## src/rtl/mei_pkg.sv

```systemverilog
`default_nettype none
package mei_pkg;

	localparam int ZERO_SLOTS = 32;
	localparam int ADDR_W = $clog2(ZERO_SLOTS);
	localparam int TURN_W = $clog2(ZERO_SLOTS + 1);

	// shared divider: wide enough for the analysis sum and for the resolution
	localparam int DVD_W = 32 + $clog2(ZERO_SLOTS) + 1;
	localparam int DSR_W = 33;
	localparam int DCNT_W = $clog2(DVD_W);

	localparam int TENTH_DIV = 10;

	// configuration register indexes
	localparam logic [2:0] REG_LOCK_Q    = 3'd0;
	localparam logic [2:0] REG_VOLT_STEP = 3'd1;
	localparam logic [2:0] REG_VOLT_LIM  = 3'd2;
	localparam logic [2:0] REG_ANG_STEP  = 3'd3;
	localparam logic [2:0] REG_LOCK_TCK  = 3'd4;
	localparam logic [2:0] REG_DIR_WIN   = 3'd5;
	localparam logic [2:0] REG_DIR_PER   = 3'd6;
	localparam logic [2:0] REG_WRAP_JMP  = 3'd7;

	typedef enum logic [3:0] {
		PH_IDLE = 4'd0,
		PH_VOLT = 4'd1,
		PH_DIR  = 4'd2,
		PH_RES  = 4'd3,
		PH_RET  = 4'd4,
		PH_FWD  = 4'd5,
		PH_REV  = 4'd6,
		PH_ANA  = 4'd7,
		PH_DONE = 4'd8,
		PH_ERR  = 4'd9
	} phase_t;

	typedef enum logic [1:0] {
		ERR_NONE   = 2'd0,
		ERR_ENABLE = 2'd1,
		ERR_POLES  = 2'd2
	} err_t;

	typedef enum logic [1:0] {
		DIR_UNKNOWN = 2'd0,
		DIR_SAME    = 2'd1,
		DIR_REV     = 2'd2
	} dir_t;

	typedef enum logic [3:0] {
		ST_IDLE,
		ST_PRE,
		ST_ANA_PER,
		ST_ANA_LOAD,
		ST_ANA_MOD,
		ST_ANA_AVG,
		ST_CHK,
		ST_DIV,
		ST_SWEEP,
		ST_OUT
	} seq_t;

endpackage
`default_nettype wire

```

## src/rtl/motor_encoder_identification.sv

```systemverilog
`default_nettype none
// Servo commissioning sequencer. Each accepted word is one control tick; one result word
// comes back per tick. A tick inside the direction-sweep window adds one pass of the
// shared bit-serial divider. The analysis tick needs one divider pass for the period,
// then, if any zero positions were recorded, one load per recorded position (at most
// ZERO_SLOTS) plus a divider pass for each when the period is nonzero, and one pass
// for the mean. A stalled result word holds off the next tick. Configuration is to be
// written between ticks; the block itself does not enforce this.
module motor_encoder_identification (
	input  wire logic                clk,
	input  wire logic                arst_n,
	input  wire logic                cfg_write,
	input  wire logic [2:0]          cfg_index,
	input  wire logic [30:0]         cfg_data,
	input  wire logic                in_valid,
	output logic                     in_stall,
	input  wire logic                enable,
	input  wire logic                axis_enabled,
	input  wire logic [31:0]         enc_position,
	output logic                     out_valid,
	input  wire logic                out_stall,
	output logic [15:0]              angle_ref,
	output logic signed [15:0]       ud_ref,
	output logic signed [15:0]       uq_ref,
	output logic                     drive_enable,
	output logic [3:0]               phase,
	output logic [1:0]               error_code,
	output logic [1:0]               direction,
	output logic [32:0]              resolution,
	output logic [31:0]              offset,
	output logic [5:0]               pole_pairs
);

	localparam int TW = mei_pkg::TURN_W;
	localparam int AW = mei_pkg::ADDR_W;

	// configuration
	logic        lock_q_q;
	logic [10:0] volt_step_q, dir_per_q;
	logic [14:0] volt_lim_q;
	logic [15:0] ang_step_q, lock_tck_q, dir_win_q;
	logic [30:0] wrap_jmp_q;

	// tick word
	logic        en_q, axis_q, rise_q, eff_q, prev_en_q;
	logic [31:0] pos_q;

	// run state
	mei_pkg::seq_t   st_q, st_d;
	mei_pkg::phase_t phase_q, ph_chk;
	mei_pkg::err_t   err_q;
	mei_pkg::dir_t   dir_q;
	logic [15:0] tick_q, inc_q, dec_q, hold_q, angle_q;
	logic [31:0] max_q, prev_q, fs_q, off_q;
	logic [TW-1:0] turn_q, rev_q, pp_q, n_q, idx_q;
	logic [15:0] ud_q, uq_q;
	logic [32:0] res_q, per_q;
	logic [mei_pkg::DVD_W-1:0] sum_q;

	// output register
	logic        ov_q;
	logic [15:0] o_angle_q, o_ud_q, o_uq_q;
	logic        o_eff_q;
	logic [3:0]  o_phase_q;
	logic [1:0]  o_err_q, o_dir_q;
	logic [32:0] o_res_q;
	logic [31:0] o_off_q;
	logic [5:0]  o_pp_q;

	// divider and memory
	logic                       div_start, div_done;
	logic [mei_pkg::DVD_W-1:0]  div_dvd, div_quot;
	logic [mei_pkg::DSR_W-1:0]  div_dsr, div_rem;
	logic                       rd_en, wr_en;
	logic [AW-1:0]              rd_addr;
	logic [31:0]                rd_data;

	logic        in_acc, out_free, chk_err, need_div;
	logic [15:0] tc1, hc1, ang_fwd, ang_back, per1;
	logic [TW-1:0] idx_n, turn1;
	logic        ana_adv, ana_last;
	logic [mei_pkg::DVD_W-1:0] sum_new;
	logic [32:0] term;

	mei_div u_div (
		.clk       (clk),
		.arst_n    (arst_n),
		.start     (div_start),
		.dividend  (div_dvd),
		.divisor   (div_dsr),
		.done      (div_done),
		.quotient  (div_quot),
		.remainder (div_rem)
	);

	mei_ram u_ram (
		.clk     (clk),
		.wr_en   (wr_en),
		.wr_addr (turn_q[AW-1:0]),
		.wr_data (pos_q),
		.rd_en   (rd_en),
		.rd_addr (rd_addr),
		.rd_data (rd_data)
	);

	function automatic logic [31:0] smear(input logic [31:0] m);
		logic [31:0] r;
		r = m;
		r = r | (r >> 1);
		r = r | (r >> 2);
		r = r | (r >> 4);
		r = r | (r >> 8);
		r = r | (r >> 16);
		return r;
	endfunction

	assign in_stall = (st_q != mei_pkg::ST_IDLE);
	assign in_acc   = in_valid && !in_stall;
	assign out_free = !ov_q || !out_stall;

	assign tc1      = tick_q + 16'd1;
	assign hc1      = hold_q + 16'd1;
	assign ang_fwd  = angle_q + ang_step_q;
	assign ang_back = angle_q - ang_step_q;
	assign per1     = (dir_per_q == 11'd0) ? 16'd1 : {5'd0, dir_per_q};
	assign turn1    = turn_q + 1'b1;

	// analysis walk
	assign idx_n    = idx_q + 1'b1;
	assign ana_last = (idx_n == n_q);
	assign term     = (per_q != 33'd0) ? div_rem : {1'b0, rd_data};
	assign sum_new  = sum_q + mei_pkg::DVD_W'(term);
	assign ana_adv  = (st_q == mei_pkg::ST_ANA_LOAD && per_q == 33'd0) ||
		(st_q == mei_pkg::ST_ANA_MOD && div_done);

	// enable check
	always_comb begin
		ph_chk  = phase_q;
		chk_err = 1'b0;
		case (phase_q)
			mei_pkg::PH_DONE, mei_pkg::PH_ERR: begin
				if (rise_q) ph_chk = mei_pkg::PH_IDLE;
			end
			mei_pkg::PH_IDLE: ;
			default: begin
				if (!en_q) begin
					ph_chk  = mei_pkg::PH_ERR;
					chk_err = 1'b1;
				end
			end
		endcase
	end

	// sequencer next state, divider and memory control
	always_comb begin
		st_d      = st_q;
		div_start = 1'b0;
		div_dvd   = '0;
		div_dsr   = '0;
		rd_en     = 1'b0;
		rd_addr   = '0;
		need_div  = 1'b0;
		unique case (st_q)
			mei_pkg::ST_IDLE: begin
				if (in_acc) st_d = mei_pkg::ST_PRE;
			end
			mei_pkg::ST_PRE: begin
				if (phase_q == mei_pkg::PH_ANA) begin
					div_start = 1'b1;
					div_dvd   = mei_pkg::DVD_W'(res_q);
					div_dsr   = mei_pkg::DSR_W'(pp_q);
					st_d      = mei_pkg::ST_ANA_PER;
				end else begin
					st_d = mei_pkg::ST_CHK;
				end
			end
			mei_pkg::ST_ANA_PER: begin
				if (div_done) begin
					if (turn_q == '0) begin
						st_d = mei_pkg::ST_CHK;
					end else begin
						rd_en = 1'b1;
						st_d  = mei_pkg::ST_ANA_LOAD;
					end
				end
			end
			mei_pkg::ST_ANA_LOAD, mei_pkg::ST_ANA_MOD: begin
				if (st_q == mei_pkg::ST_ANA_LOAD && per_q != 33'd0) begin
					div_start = 1'b1;
					div_dvd   = mei_pkg::DVD_W'(rd_data);
					div_dsr   = per_q;
					st_d      = mei_pkg::ST_ANA_MOD;
				end else if (ana_adv) begin
					if (ana_last) begin
						div_start = 1'b1;
						div_dvd   = sum_new;
						div_dsr   = mei_pkg::DSR_W'(n_q);
						st_d      = mei_pkg::ST_ANA_AVG;
					end else begin
						rd_en   = 1'b1;
						rd_addr = idx_n[AW-1:0];
						st_d    = mei_pkg::ST_ANA_LOAD;
					end
				end
			end
			mei_pkg::ST_ANA_AVG: begin
				if (div_done) st_d = mei_pkg::ST_CHK;
			end
			mei_pkg::ST_CHK: begin
				if (ph_chk == mei_pkg::PH_DIR && tc1 < dir_win_q) begin
					need_div = 1'b1;
					div_dvd  = mei_pkg::DVD_W'(tc1);
					div_dsr  = mei_pkg::DSR_W'(per1);
				end
				div_start = need_div;
				st_d      = need_div ? mei_pkg::ST_DIV : mei_pkg::ST_SWEEP;
			end
			mei_pkg::ST_DIV: begin
				if (div_done) st_d = mei_pkg::ST_SWEEP;
			end
			mei_pkg::ST_SWEEP: begin
				st_d = mei_pkg::ST_OUT;
			end
			mei_pkg::ST_OUT: begin
				if (out_free) st_d = mei_pkg::ST_IDLE;
			end
			default: st_d = mei_pkg::ST_IDLE;
		endcase
	end

	always_ff @(posedge clk or negedge arst_n) begin
		if (!arst_n) st_q <= mei_pkg::ST_IDLE;
		else st_q <= st_d;
	end

	// memory write only in the sweep of a counted turn
	always_comb begin
		wr_en = 1'b0;
		if (st_q == mei_pkg::ST_SWEEP && angle_q == 16'd0 && hc1 == lock_tck_q) begin
			if (phase_q == mei_pkg::PH_FWD && turn_q < TW'(mei_pkg::ZERO_SLOTS)) wr_en = 1'b1;
			if (phase_q == mei_pkg::PH_REV) wr_en = 1'b1;
		end
	end

	// configuration
	always_ff @(posedge clk or negedge arst_n) begin
		if (!arst_n) begin
			lock_q_q    <= 1'b0;
			volt_step_q <= 11'd4;
			volt_lim_q  <= 15'd5000;
			ang_step_q  <= 16'd64;
			lock_tck_q  <= 16'd1600;
			dir_win_q   <= 16'd1000;
			dir_per_q   <= 11'd20;
			wrap_jmp_q  <= 31'd1000;
		end else if (cfg_write) begin
			unique case (cfg_index)
				mei_pkg::REG_LOCK_Q:    lock_q_q    <= cfg_data[0];
				mei_pkg::REG_VOLT_STEP: volt_step_q <= cfg_data[10:0];
				mei_pkg::REG_VOLT_LIM:  volt_lim_q  <= cfg_data[14:0];
				mei_pkg::REG_ANG_STEP:  ang_step_q  <= cfg_data[15:0];
				mei_pkg::REG_LOCK_TCK:  lock_tck_q  <= cfg_data[15:0];
				mei_pkg::REG_DIR_WIN:   dir_win_q   <= cfg_data[15:0];
				mei_pkg::REG_DIR_PER:   dir_per_q   <= cfg_data[10:0];
				mei_pkg::REG_WRAP_JMP:  wrap_jmp_q  <= cfg_data;
				default: ;
			endcase
		end
	end

	// sweep helpers
	logic [15:0] vsel, vnew;
	logic [16:0] vsum;
	logic [31:0] dpos, mx, ad;
	logic        wrap_hit, near;
	logic [32:0] tenth;

	always_comb begin
		vsel     = lock_q_q ? uq_q : ud_q;
		vsum     = {1'b0, vsel} + 17'(volt_step_q);
		vnew     = (vsum > 17'd32767) ? 16'h7FFF : vsum[15:0];
		dpos     = (dir_q == mei_pkg::DIR_SAME) ? (prev_q - pos_q) : (pos_q - prev_q);
		mx       = (max_q < pos_q) ? pos_q : max_q;
		wrap_hit = !dpos[31] && (dpos > {1'b0, wrap_jmp_q});
		ad       = (pos_q > fs_q) ? (pos_q - fs_q) : (fs_q - pos_q);
		// resolution is zero or a power of two, so a tenth of it is a constant per bit
		tenth    = '0;
		for (int i = 0; i < 33; i++) begin
			if (res_q[i]) tenth = tenth | 33'((64'd1 << i) / mei_pkg::TENTH_DIV);
		end
		near     = (tenth > {1'b0, ad}) ||
			(({1'b0, ad} <= res_q) && (tenth > (res_q - {1'b0, ad})));
	end

	// tick datapath
	always_ff @(posedge clk or negedge arst_n) begin
		if (!arst_n) begin
			en_q <= 1'b0; axis_q <= 1'b0; rise_q <= 1'b0; eff_q <= 1'b0;
			prev_en_q <= 1'b0; pos_q <= '0;
			phase_q <= mei_pkg::PH_IDLE; err_q <= mei_pkg::ERR_NONE;
			dir_q <= mei_pkg::DIR_UNKNOWN;
			tick_q <= '0; inc_q <= '0; dec_q <= '0; hold_q <= '0; angle_q <= '0;
			max_q <= '0; prev_q <= '0; fs_q <= '0; off_q <= '0;
			turn_q <= '0; rev_q <= '0; pp_q <= '0; n_q <= '0; idx_q <= '0;
			ud_q <= '0; uq_q <= '0; res_q <= '0; per_q <= '0; sum_q <= '0;
		end else begin
			case (st_q)
				mei_pkg::ST_IDLE: begin
					if (in_acc) begin
						en_q      <= enable;
						axis_q    <= axis_enabled;
						pos_q     <= enc_position;
						rise_q    <= enable && !prev_en_q;
						eff_q     <= (phase_q == mei_pkg::PH_DONE || phase_q == mei_pkg::PH_ERR)
							? (enable && !prev_en_q) : enable;
						prev_en_q <= enable;
					end
				end
				mei_pkg::ST_PRE: begin
					if (phase_q == mei_pkg::PH_IDLE && eff_q && axis_q) begin
						tick_q <= '0; inc_q <= '0; dec_q <= '0; hold_q <= '0;
						max_q <= '0; prev_q <= '0; fs_q <= '0; off_q <= '0;
						turn_q <= '0; rev_q <= '0; pp_q <= '0;
						dir_q <= mei_pkg::DIR_UNKNOWN; res_q <= '0;
						err_q <= mei_pkg::ERR_NONE;
						angle_q <= '0; ud_q <= '0; uq_q <= '0;
						phase_q <= mei_pkg::PH_VOLT;
					end
				end
				mei_pkg::ST_ANA_PER: begin
					if (div_done) begin
						per_q <= div_quot[32:0];
						n_q   <= (turn_q > TW'(mei_pkg::ZERO_SLOTS))
							? TW'(mei_pkg::ZERO_SLOTS) : turn_q;
						idx_q <= '0;
						sum_q <= '0;
						if (turn_q == '0) begin
							off_q   <= '0;
							phase_q <= mei_pkg::PH_DONE;
						end
					end
				end
				mei_pkg::ST_ANA_LOAD, mei_pkg::ST_ANA_MOD: begin
					if (ana_adv) begin
						sum_q <= sum_new;
						idx_q <= idx_n;
					end
				end
				mei_pkg::ST_ANA_AVG: begin
					if (div_done) begin
						off_q   <= div_quot[31:0];
						phase_q <= mei_pkg::PH_DONE;
					end
				end
				mei_pkg::ST_CHK: begin
					phase_q <= ph_chk;
					if (chk_err) err_q <= mei_pkg::ERR_ENABLE;
				end
				mei_pkg::ST_SWEEP: begin
					case (phase_q)
						mei_pkg::PH_VOLT: begin
							angle_q <= '0;
							if (lock_q_q) begin
								uq_q <= vnew; ud_q <= '0;
							end else begin
								ud_q <= vnew; uq_q <= '0;
							end
							if (vnew > {1'b0, volt_lim_q}) phase_q <= mei_pkg::PH_DIR;
						end
						mei_pkg::PH_DIR: begin
							tick_q <= tc1;
							if (tc1 < dir_win_q) begin
								// remainder of the sample counter
								if (div_rem == '0) begin
									if (pos_q > prev_q) begin
										if (inc_q != 16'hFFFF) inc_q <= inc_q + 16'd1;
									end else if (pos_q < prev_q) begin
										if (dec_q != 16'hFFFF) dec_q <= dec_q + 16'd1;
									end
									prev_q <= pos_q;
								end
								angle_q <= ang_fwd;
							end else begin
								dir_q   <= (inc_q > dec_q) ? mei_pkg::DIR_SAME : mei_pkg::DIR_REV;
								prev_q  <= pos_q;
								phase_q <= mei_pkg::PH_RES;
							end
						end
						mei_pkg::PH_RES: begin
							if (wrap_hit) begin
								max_q   <= '0;
								res_q   <= {1'b0, smear(mx)} + 33'd1;
								phase_q <= mei_pkg::PH_RET;
							end else begin
								max_q   <= mx;
								prev_q  <= pos_q;
								angle_q <= ang_fwd;
							end
						end
						mei_pkg::PH_RET: begin
							if (angle_q == 16'd0) begin
								if (hc1 == lock_tck_q) begin
									hold_q  <= '0;
									fs_q    <= pos_q;
									angle_q <= ang_fwd;
									phase_q <= mei_pkg::PH_FWD;
								end else begin
									hold_q <= hc1;
								end
							end else begin
								angle_q <= ang_fwd;
							end
						end
						mei_pkg::PH_FWD: begin
							if (angle_q == 16'd0) begin
								if (hc1 == lock_tck_q) begin
									hold_q <= '0;
									if (turn_q >= TW'(mei_pkg::ZERO_SLOTS)) begin
										phase_q <= mei_pkg::PH_ERR;
										err_q   <= mei_pkg::ERR_POLES;
									end else begin
										turn_q <= turn1;
										if (near) begin
											pp_q <= turn1;
											if (turn1 > TW'(mei_pkg::ZERO_SLOTS / 2)) begin
												phase_q <= mei_pkg::PH_ANA;
											end else begin
												rev_q   <= turn1;
												angle_q <= ang_back;
												phase_q <= mei_pkg::PH_REV;
											end
										end else begin
											angle_q <= ang_fwd;
										end
									end
								end else begin
									hold_q <= hc1;
								end
							end else begin
								angle_q <= ang_fwd;
							end
						end
						mei_pkg::PH_REV: begin
							if (angle_q == 16'd0) begin
								if (hc1 == lock_tck_q) begin
									hold_q <= '0;
									turn_q <= turn1;
									if (rev_q <= TW'(1)) begin
										rev_q   <= '0;
										phase_q <= mei_pkg::PH_ANA;
									end else begin
										rev_q   <= rev_q - 1'b1;
										angle_q <= ang_back;
									end
								end else begin
									hold_q <= hc1;
								end
							end else begin
								angle_q <= ang_back;
							end
						end
						default: ;
					endcase
				end
				default: ;
			endcase
		end
	end

	// output register
	always_ff @(posedge clk or negedge arst_n) begin
		if (!arst_n) begin
			ov_q <= 1'b0;
			o_angle_q <= '0; o_ud_q <= '0; o_uq_q <= '0; o_eff_q <= 1'b0;
			o_phase_q <= '0; o_err_q <= '0; o_dir_q <= '0;
			o_res_q <= '0; o_off_q <= '0; o_pp_q <= '0;
		end else if (st_q == mei_pkg::ST_OUT && out_free) begin
			ov_q      <= 1'b1;
			o_angle_q <= angle_q;
			o_ud_q    <= ud_q;
			o_uq_q    <= uq_q;
			o_eff_q   <= eff_q;
			o_phase_q <= phase_q;
			o_err_q   <= err_q;
			o_dir_q   <= dir_q;
			o_res_q   <= res_q;
			o_off_q   <= off_q;
			o_pp_q    <= 6'(pp_q);
		end else if (ov_q && !out_stall) begin
			ov_q <= 1'b0;
		end
	end

	assign out_valid    = ov_q;
	assign angle_ref    = o_angle_q;
	assign ud_ref       = o_ud_q;
	assign uq_ref       = o_uq_q;
	assign drive_enable = o_eff_q;
	assign phase        = o_phase_q;
	assign error_code   = o_err_q;
	assign direction    = o_dir_q;
	assign resolution   = o_res_q;
	assign offset       = o_off_q;
	assign pole_pairs   = o_pp_q;

endmodule
`default_nettype wire

```

## src/rtl/mei_div.sv

```systemverilog
`default_nettype none
module mei_div (
	input  wire logic                         clk,
	input  wire logic                         arst_n,
	input  wire logic                         start,
	input  wire logic [mei_pkg::DVD_W-1:0]    dividend,
	input  wire logic [mei_pkg::DSR_W-1:0]    divisor,
	output logic                              done,
	output logic [mei_pkg::DVD_W-1:0]         quotient,
	output logic [mei_pkg::DSR_W-1:0]         remainder
);

	logic                          busy_q, done_q;
	logic [mei_pkg::DCNT_W-1:0]    cnt_q;
	logic [mei_pkg::DVD_W-1:0]     quo_q;
	logic [mei_pkg::DSR_W:0]       rem_q;
	logic [mei_pkg::DSR_W-1:0]     dsr_q;
	logic [mei_pkg::DSR_W:0]       trial, diff;
	logic                          ge;

	// one quotient bit per cycle, restoring
	assign trial = {rem_q[mei_pkg::DSR_W-1:0], quo_q[mei_pkg::DVD_W-1]};
	assign ge    = trial >= {1'b0, dsr_q};
	assign diff  = trial - {1'b0, dsr_q};

	always_ff @(posedge clk or negedge arst_n) begin
		if (!arst_n) begin
			busy_q <= 1'b0;
			done_q <= 1'b0;
			cnt_q  <= '0;
			quo_q  <= '0;
			rem_q  <= '0;
			dsr_q  <= '0;
		end else if (start) begin
			quo_q  <= dividend;
			rem_q  <= '0;
			dsr_q  <= divisor;
			cnt_q  <= '0;
			busy_q <= 1'b1;
			done_q <= 1'b0;
		end else if (busy_q) begin
			quo_q <= {quo_q[mei_pkg::DVD_W-2:0], ge};
			rem_q <= ge ? diff : trial;
			cnt_q <= cnt_q + 1'b1;
			if (cnt_q == mei_pkg::DCNT_W'(mei_pkg::DVD_W - 1)) begin
				busy_q <= 1'b0;
				done_q <= 1'b1;
			end
		end else begin
			done_q <= 1'b0;
		end
	end

	assign done      = done_q;
	assign quotient  = quo_q;
	assign remainder = rem_q[mei_pkg::DSR_W-1:0];

endmodule
`default_nettype wire

```

## src/rtl/mei_ram.sv

```systemverilog
`default_nettype none
module mei_ram (
	input  wire logic                        clk,
	input  wire logic                        wr_en,
	input  wire logic [mei_pkg::ADDR_W-1:0]  wr_addr,
	input  wire logic [31:0]                 wr_data,
	input  wire logic                        rd_en,
	input  wire logic [mei_pkg::ADDR_W-1:0]  rd_addr,
	output logic [31:0]                      rd_data
);

	logic [31:0] mem [mei_pkg::ZERO_SLOTS];
	logic [31:0] rd_q;

	always_ff @(posedge clk) begin
		if (wr_en) begin
			mem[wr_addr] <= wr_data;
		end
		if (rd_en) begin
			rd_q <= mem[rd_addr];
		end
	end

	assign rd_data = rd_q;

endmodule
`default_nettype wire

```

## config.mk

```make
export PLATFORM = sky130hd
export DESIGN_NAME = motor_encoder_identification
export DESIGN_NICKNAME = d
export VERILOG_FILES = /design/src/rtl/mei_pkg.sv /design/src/rtl/motor_encoder_identification.sv /design/src/rtl/mei_div.sv /design/src/rtl/mei_ram.sv
export SDC_FILE = /design/constraint.sdc
export NUM_CORES = 2
export LEC_CHECK = 0
export ABC_AREA = 1
export BUFFER_PORTS_ARGS = -buffer_cell sky130_fd_sc_hd__buf_4
export CORE_ASPECT_RATIO = 1.1
export CORE_MARGIN = 2
export CORE_UTILIZATION = 25
export CTS_CLUSTER_DIAMETER = 200
export DETAILED_ROUTE_END_ITERATION = 10
export PLACE_DENSITY = 0.39
export SLEW_MARGIN = 5
export SYNTH_ARGS = -nofsm -noshare
export SYNTH_HDL_FRONTEND = slang
export SYNTH_SLANG_ARGS = --single-unit
```

## constraint.sdc

```tcl
create_clock -name clk -period 6.8 [get_ports clk]
set_input_delay 0.68 -clock clk [delete_from_list [all_inputs] [get_ports clk]]
set_output_delay 0.68 -clock clk [all_outputs]
set_load 0.05 [all_outputs]
```

# Word-level counts from Yosys, hierarchy flattened
# Memory sizes are Yosys's and may differ from the RTL's. A register that Yosys moved wholly into a read port is not among the register bits.
# Index checks and enable logic that the tools add are counted.
dict set report op_classes {
  shifts 0
  addsub 19
  n_div 0
  reduce_logical 73
  eq_ne 97
  n_mul 0
  bitwise_logic 5
  magnitude_cmp 18
  mux 572
}
# operator count
set op_table {}
lappend op_table {{$mux W16} 140}
lappend op_table {{$mux W32} 39}
lappend op_table {{$mux W33} 25}
lappend op_table {{$mux W38} 18}
lappend op_table {{$mux W6} 93}
lappend op_table {{$mux W4} 88}
lappend op_table {{$pmux W32 S2} 4}
lappend op_table {{$pmux W16 S2} 7}
lappend op_table {{$sub A32 B32 Y32} 4}
lappend op_table {{$pmux W38 S3} 1}
lappend op_table {{$pmux W33 S3} 1}
lappend op_table {{$pmux W16 S6} 1}
lappend op_table {{$pmux W32 S3} 1}
lappend op_table {{$mux W11} 7}
lappend op_table {{$pmux W38 S2} 1}
lappend op_table {{$pmux W6 S2} 6}
lappend op_table {{$logic_not A33 Y1} 2}
lappend op_table {{$pmux W33 S2} 1}
lappend op_table {{$mux W1} 65}
lappend op_table {{$add A16 B1 Y16 const B} 4}
lappend op_table {{$gt A32 B32 Y1} 2}
lappend op_table {{$lt A32 B32 Y1} 2}
lappend op_table {{$mux W31} 2}
lappend op_table {{$mux W5} 11}
lappend op_table {{other kinds (107)} 259}
dict set report word_totals {
  output_inout_bits 130
  inputBits 73
  elab_cells 838
  latchBits 0
  ram_bits 1024
  regBits 780
  rom_bits 0
  memories 1
}
# name depth width read_ports rd_clocked_by_memory_dff write_ports line
set mem_list {}
lappend mem_list {u_ram.mem 32 32 1 1 1 mei_ram.sv:12} ;# logic [31:0] mem [mei_pkg::ZERO_SLOTS];

# Longest topological paths before layout
dict set report logic_depth {
  depth_word 59
  mapped_depth 48
  ltp_nobuf 45
}

# Cells and area by module
# A second synthesis with hierarchy kept.
dict set report unflattened {
  cells_unflattened 11414
  hier_area_um2 98838.5
}
# module cells_each area_each_um2 seq_area_each_um2 instances
set by_module_without_submodules {}
lappend by_module_without_submodules {motor_encoder_identification 6736 48484.0 16746.1 1}
lappend by_module_without_submodules {mei_ram 3536 42726.0 31710.4 1}
lappend by_module_without_submodules {mei_div 1142 7628.6 2802.7 1}

# Worst setup path after synthesis
# No wires, ideal clock.
dict set report synth_path {
  path_type {register to register}
  startpoint {reg pos_q[23]}
  endpoint {reg angle_q[10]}
  n_path_buf 3
  path_slack_ps 642
  arrival_ps 6093
  required_time_ps 6735
  path_stages_with_launch 40
  cell_sequence {dfrtp_1 inv_1 ha_1 nand2_1 nor2_1 nand2_1 nor2_1 nand4_1 nand2_4 clkbuf_1 buf_1 o21ai_0 xnor2_1 ha_1 a21oi_1 nand2_1 nand2_1 nand2_1 [... 4 more ...] a311oi_1 xor2_1 ha_1 nand4_1 nor4_1 nand4_1 nand2_1 a21oi_1 nand3_2 nand2_2 nand2_1 nand2_1 nand2_1 nand2_4 nor2_4 buf_6 nand2_1 nand2_1}
}
dict set report synth_between {
  elab_chain_len 27
  word_cells_on_any_way 40
  cone_classes {add/sub: 5; order compare: 5; eq/ne: 2; mux: 23; reduce/logical: 5}
}
# item line
set synth_lines {}
lappend synth_lines {{from (decl)} motor_encoder_identification.sv:46} ;# logic [31:0] pos_q;
lappend synth_lines {{from (signal assigned)} motor_encoder_identification.sv:312} ;# pos_q <= enc_position;
lappend synth_lines {{$sub A32 B32 Y32 or $gt A32 B32 Y1 (tied branches)} motor_encoder_identification.sv:285} ;# ad = (pos_q > fs_q) ? (pos_q - fs_q) : (fs_q - pos_q);
lappend synth_lines {{$mux W32} motor_encoder_identification.sv:285}
lappend synth_lines {{$sub A33 B32 Y33} motor_encoder_identification.sv:292} ;# (({1'b0, ad} <= res_q) && (tenth > (res_q - {1'b0, ad})));
lappend synth_lines {{$gt A33 B33 Y1} motor_encoder_identification.sv:292}
lappend synth_lines {{$logic_and A1 B1 Y1} motor_encoder_identification.sv:292}
lappend synth_lines {{$logic_or A1 B1 Y1} motor_encoder_identification.sv:291} ;# near = (tenth > {1'b0, ad}) ||
lappend synth_lines {{$mux W16} motor_encoder_identification.sv:423} ;# if (near) begin
lappend synth_lines {{$mux W16} motor_encoder_identification.sv:418} ;# if (turn_q >= TW'(mei_pkg::ZERO_SLOTS)) begin
lappend synth_lines {{[... 11 more ...]} -}
lappend synth_lines {{$mux W16} motor_encoder_identification.sv:360} ;# case (phase_q)
lappend synth_lines {{$mux W16} motor_encoder_identification.sv:307} ;# case (st_q)
lappend synth_lines {{$mux W16} motor_encoder_identification.sv:415} ;# if (angle_q == 16'd0) begin
lappend synth_lines {{$mux W16} motor_encoder_identification.sv:360}
lappend synth_lines {{$mux W16} motor_encoder_identification.sv:307}
lappend synth_lines {{$pmux W16 S6} motor_encoder_identification.sv:360}
lappend synth_lines {{$mux W16} motor_encoder_identification.sv:307}
lappend synth_lines {{$pmux W16 S2} motor_encoder_identification.sv:307}
lappend synth_lines {{to (signal assigned)} motor_encoder_identification.sv:382} ;# angle_q <= ang_fwd;
lappend synth_lines {{to (signal assigned)} motor_encoder_identification.sv:397} ;# angle_q <= ang_fwd;
lappend synth_lines {{to (signal assigned)} motor_encoder_identification.sv:405} ;# angle_q <= ang_fwd;
lappend synth_lines {{to (decl)} motor_encoder_identification.sv:53} ;# logic [15:0] tick_q, inc_q, dec_q, hold_q, angle_q;
# Parallel ways exist; a longest one is shown, timed or not. The select of a mux whose other input is x is not followed.
# A chain may end at the register's enable or synchronous reset.

# Worst setup path in the final report
dict set report layout_path {
  startpoint {reg pos_q[23]}
  endpoint {reg angle_q[14]}
}
# The elaborated chain is that of the path after synthesis.

==> reports/results.ini <==
[synth]
ys.flop_type=edfxtp_1
synth.largest_area_cell=edfxtp_1
synthTopCellsByArea=edfxtp_1 32%, dfrtp_1 19%, nand2_1 13%
synth_cell_types=73
syn_inst=11600
synth-async-reset-ratio=0.425
synth.top_cell.area_share=0.321
synth_common_cells=3,340 x nand2_1, 1,651 x inv_1, 1,056 x edfxtp_1, 938 x nand3_1, 860 x o21ai_0
yosysMostFrequentCell=nand2_1
avgSynthCellArea_um2=8.54
ys_warn_count=0
yosysSeqAreaShare=0.518
ys_ff_latch=1836
synth_area_um2=98900
synth_nets=12100
synth-edff-count=1056

[die]
core_um2=394000
die_w_um=604
placementRows=242
ioPinCount=203
dieArea_um2=401000
die_h_um=664
initial_core_util=0.251

[timing]
maxSlewHeadroom=0.171
setup_viol=0
finalHoldViolations=0
timing.hold.ws_ps=84.8
timing.final.crit_share=0.945
period_minus_slack_ps=6430
finalSetupTns_ps=0
slew_viol_final=0
timing.clock.skew_ps=70.5
worst_pin_slew_ps=1240
fin_ws_ps=373
timing.fmax_mhz=156

[route]
first_iter_violations=6295
wl_per_cell_um=23.0
firstDrtPassIters=6
vias=80100
ant_nets=0
viasPerCell=4.63
wirelength_mm=397
drc=0

[worst_setup_path]
critPathRequiredTime_ps=7620
crit_top_cell=nand2_1
worstSetupPathDepth=40
cpPeakStageDelay_ps=460
r2r_cells=40
crit_path_top_delay_cell=dfrtp_1
start_kind=register
path_buf_inv=6
crit_family=simple AND/OR/NAND/NOR gates
crit_path_end_kind=register
cp_max_fo=12
worstPathArrival_ps=7250
worstSetupPathType=register to register

[clocking]
cts-htree-levels=4
cts.clk_slew.worst_paths_ps=60
clockBufferDepth=4
clkLatencyLatePin_ps=970
cts_sinks=1836
cts_tree=built
numCtsBuffers=220
cts_root_buf=clkbuf_16

[final_layout]
nNetsFinal=12400
fin_area_um2=116000
stdcell_count=17300
syn_to_final_growth_pct=16.8
drive_gt1_frac=0.0819

[power_and_ir_drop]
vdd_drop_max_mv=0.240
p_per_area_nw_per_um2=398
power.leakage_nw=51.5

[global_route]
grt_first_pass_wirelength_mm=572
overflow=0
grt_antenna_before_repair=31
grt_max_degree=142
grt_pass1_vias=78200
grtUsageTotal=0.194

[run_status]
status=completed

[placement]
place_inst=16800
gp_congestion=0.959
place_hpwl_mm=274
placed_cell_area_um2=108000
dpl_worst_slack_ps=12.6
io_buffer_count=202

[run]
drv_cap=0

[worst_hold_path]
min_path_type=primary input to register
min_delay_path_depth=3

==> layout by cell type (no fill, tap or decap), drive strengths merged, types with 7 or more instances in the layout <==
master / Yosys / layout
edfxtp: 1056 / 1056
clkbuf: 216 / 289
o22ai: 116 / 116
mux2: 11 / 11
diode: 0 / 11
o31ai: 30 / 30
xor2: 150 / 150
bufinv: 0 / 18
o221ai: 21 / 21
fa: 10 / 10
inv: 1663 / 1670
nand3b: 16 / 16
a211oi: 14 / 14
nand3: 941 / 941
o211ai: 179 / 179
or2: 14 / 14
a21oi: 415 / 415
nor2: 583 / 583
a21o: 12 / 12
nand4: 85 / 85
a31oi: 26 / 26
clkinvlp: 0 / 7
nor3: 82 / 82
o21bai: 22 / 22
o2111ai: 16 / 16
a22o: 11 / 11
nand2: 3360 / 3360
buf: 237 / 466
a22oi: 13 / 13
nor4: 41 / 41
xnor2: 66 / 66
dlygate4sd3: 0 / 31
dfrtp: 756 / 756
ha: 446 / 446
clkinv: 3 / 86
o21ai: 878 / 878
dfstp: 24 / 24
o21a: 27 / 27
==> cell type report <==
| class | count | area (um2) |
|---|---|---|
| fill | 42300 | 279000 |
| sequential | 1836 | 51300 |
| multi-input combinational | 7629 | 39800 |
| tap | 5246 | 6560 |
| inverter | 1666 | 6280 |
| clock buffer | 289 | 6050 |
| timing repair buffer | 497 | 4270 |
| clock inverter | 115 | 1240 |
| antenna | 11 | 27.5 |
==> repair_timing <==
action | 4_1_cts | 5_1_grt
endpoints found under the hold margin | 109 | 0
setup buffers | 2 | 3
resized for setup | 0 | 37
endpoints found under the setup margin | 1 | 32
pin swaps | 1 | 13
hold buffers | 31 | 0
==> power by group <==
part           leakage [nW]  internal [W]  switching [W]
Combinational          27.9       0.00580         0.0138
Clock                  3.57       0.00696        0.00520
Sequential             20.0        0.0135       0.000749
==> logic make-up after synthesis <==
kind of cell | Yosys count | share of synthesized area
AO/OA/AOI/OAI | 1806 | 0.104
XOR/XNOR | 218 | 0.0196
adder cells (fa/ha/maj) | 456 | 0.0585
buffers and inverters | 2119 | 0.0840
flip-flops | 1836 | 0.518
multiplexers | 15 | 0.00166
AND/OR/NAND/NOR | 5134 | 0.214
==> state kept, by name, summed over array words and instances (netlist names), 33 cells and up <==
register,flops
u_div.quotient,38
per_q,33
resolution,33
res_q,33
u_div.dsr_q,33
sum_q,38
u_ram.mem,1024
u_div.rem_q,33
==> path summary, 6_finish.rpt <==
kind | start | end | slack (ps)
max in group asynchronous | arst_n | inc_q[9] | 4870
hold / removal | cfg_data[4] | wrap_jmp_q[4] | 80
min in group asynchronous | arst_n | offset[26] | 350
setup reg to reg | pos_q[23] | angle_q[14] | 370
setup / recovery | pos_q[23] | angle_q[14] | 370
hold reg to reg | ud_q[15] | ud_q[15] | 470
==> worst register-to-register path: cells and delay by family (launching register included) <==
family / cells / cell delay (ps)
AOI/OAI and AO/OA: 7 / 1350
xor gates and xnor gates: 2 / 460
adders and majority gates: 3 / 970
buffers and inverters: 6 / 770
DFF: 1 / 460
muxes: 1 / 410
and+or+nand+nor: 21 / 1920
==> per-stage QoR <==
step                power (W)  utilization
floorplan              0.0264            -
CTS                    0.0462        0.292
global placement       0.0339        0.273
detailed placement     0.0338        0.273
global route           0.0490        0.293
finish                 0.0460        0.293
==> layer usage <==
metal / vias to the layer above / share of wire / global-route usage
li1: 38800 / - / -
met1: 39100 / 0.46 / 0.263
met2: 1685 / 0.47 / 0.321
met3: 474 / 0.040 / 0.0215
met4: 4 / 0.035 / 0.0629
met5: - / 0.000086 / 0
(Power assumes the default switching activity.)
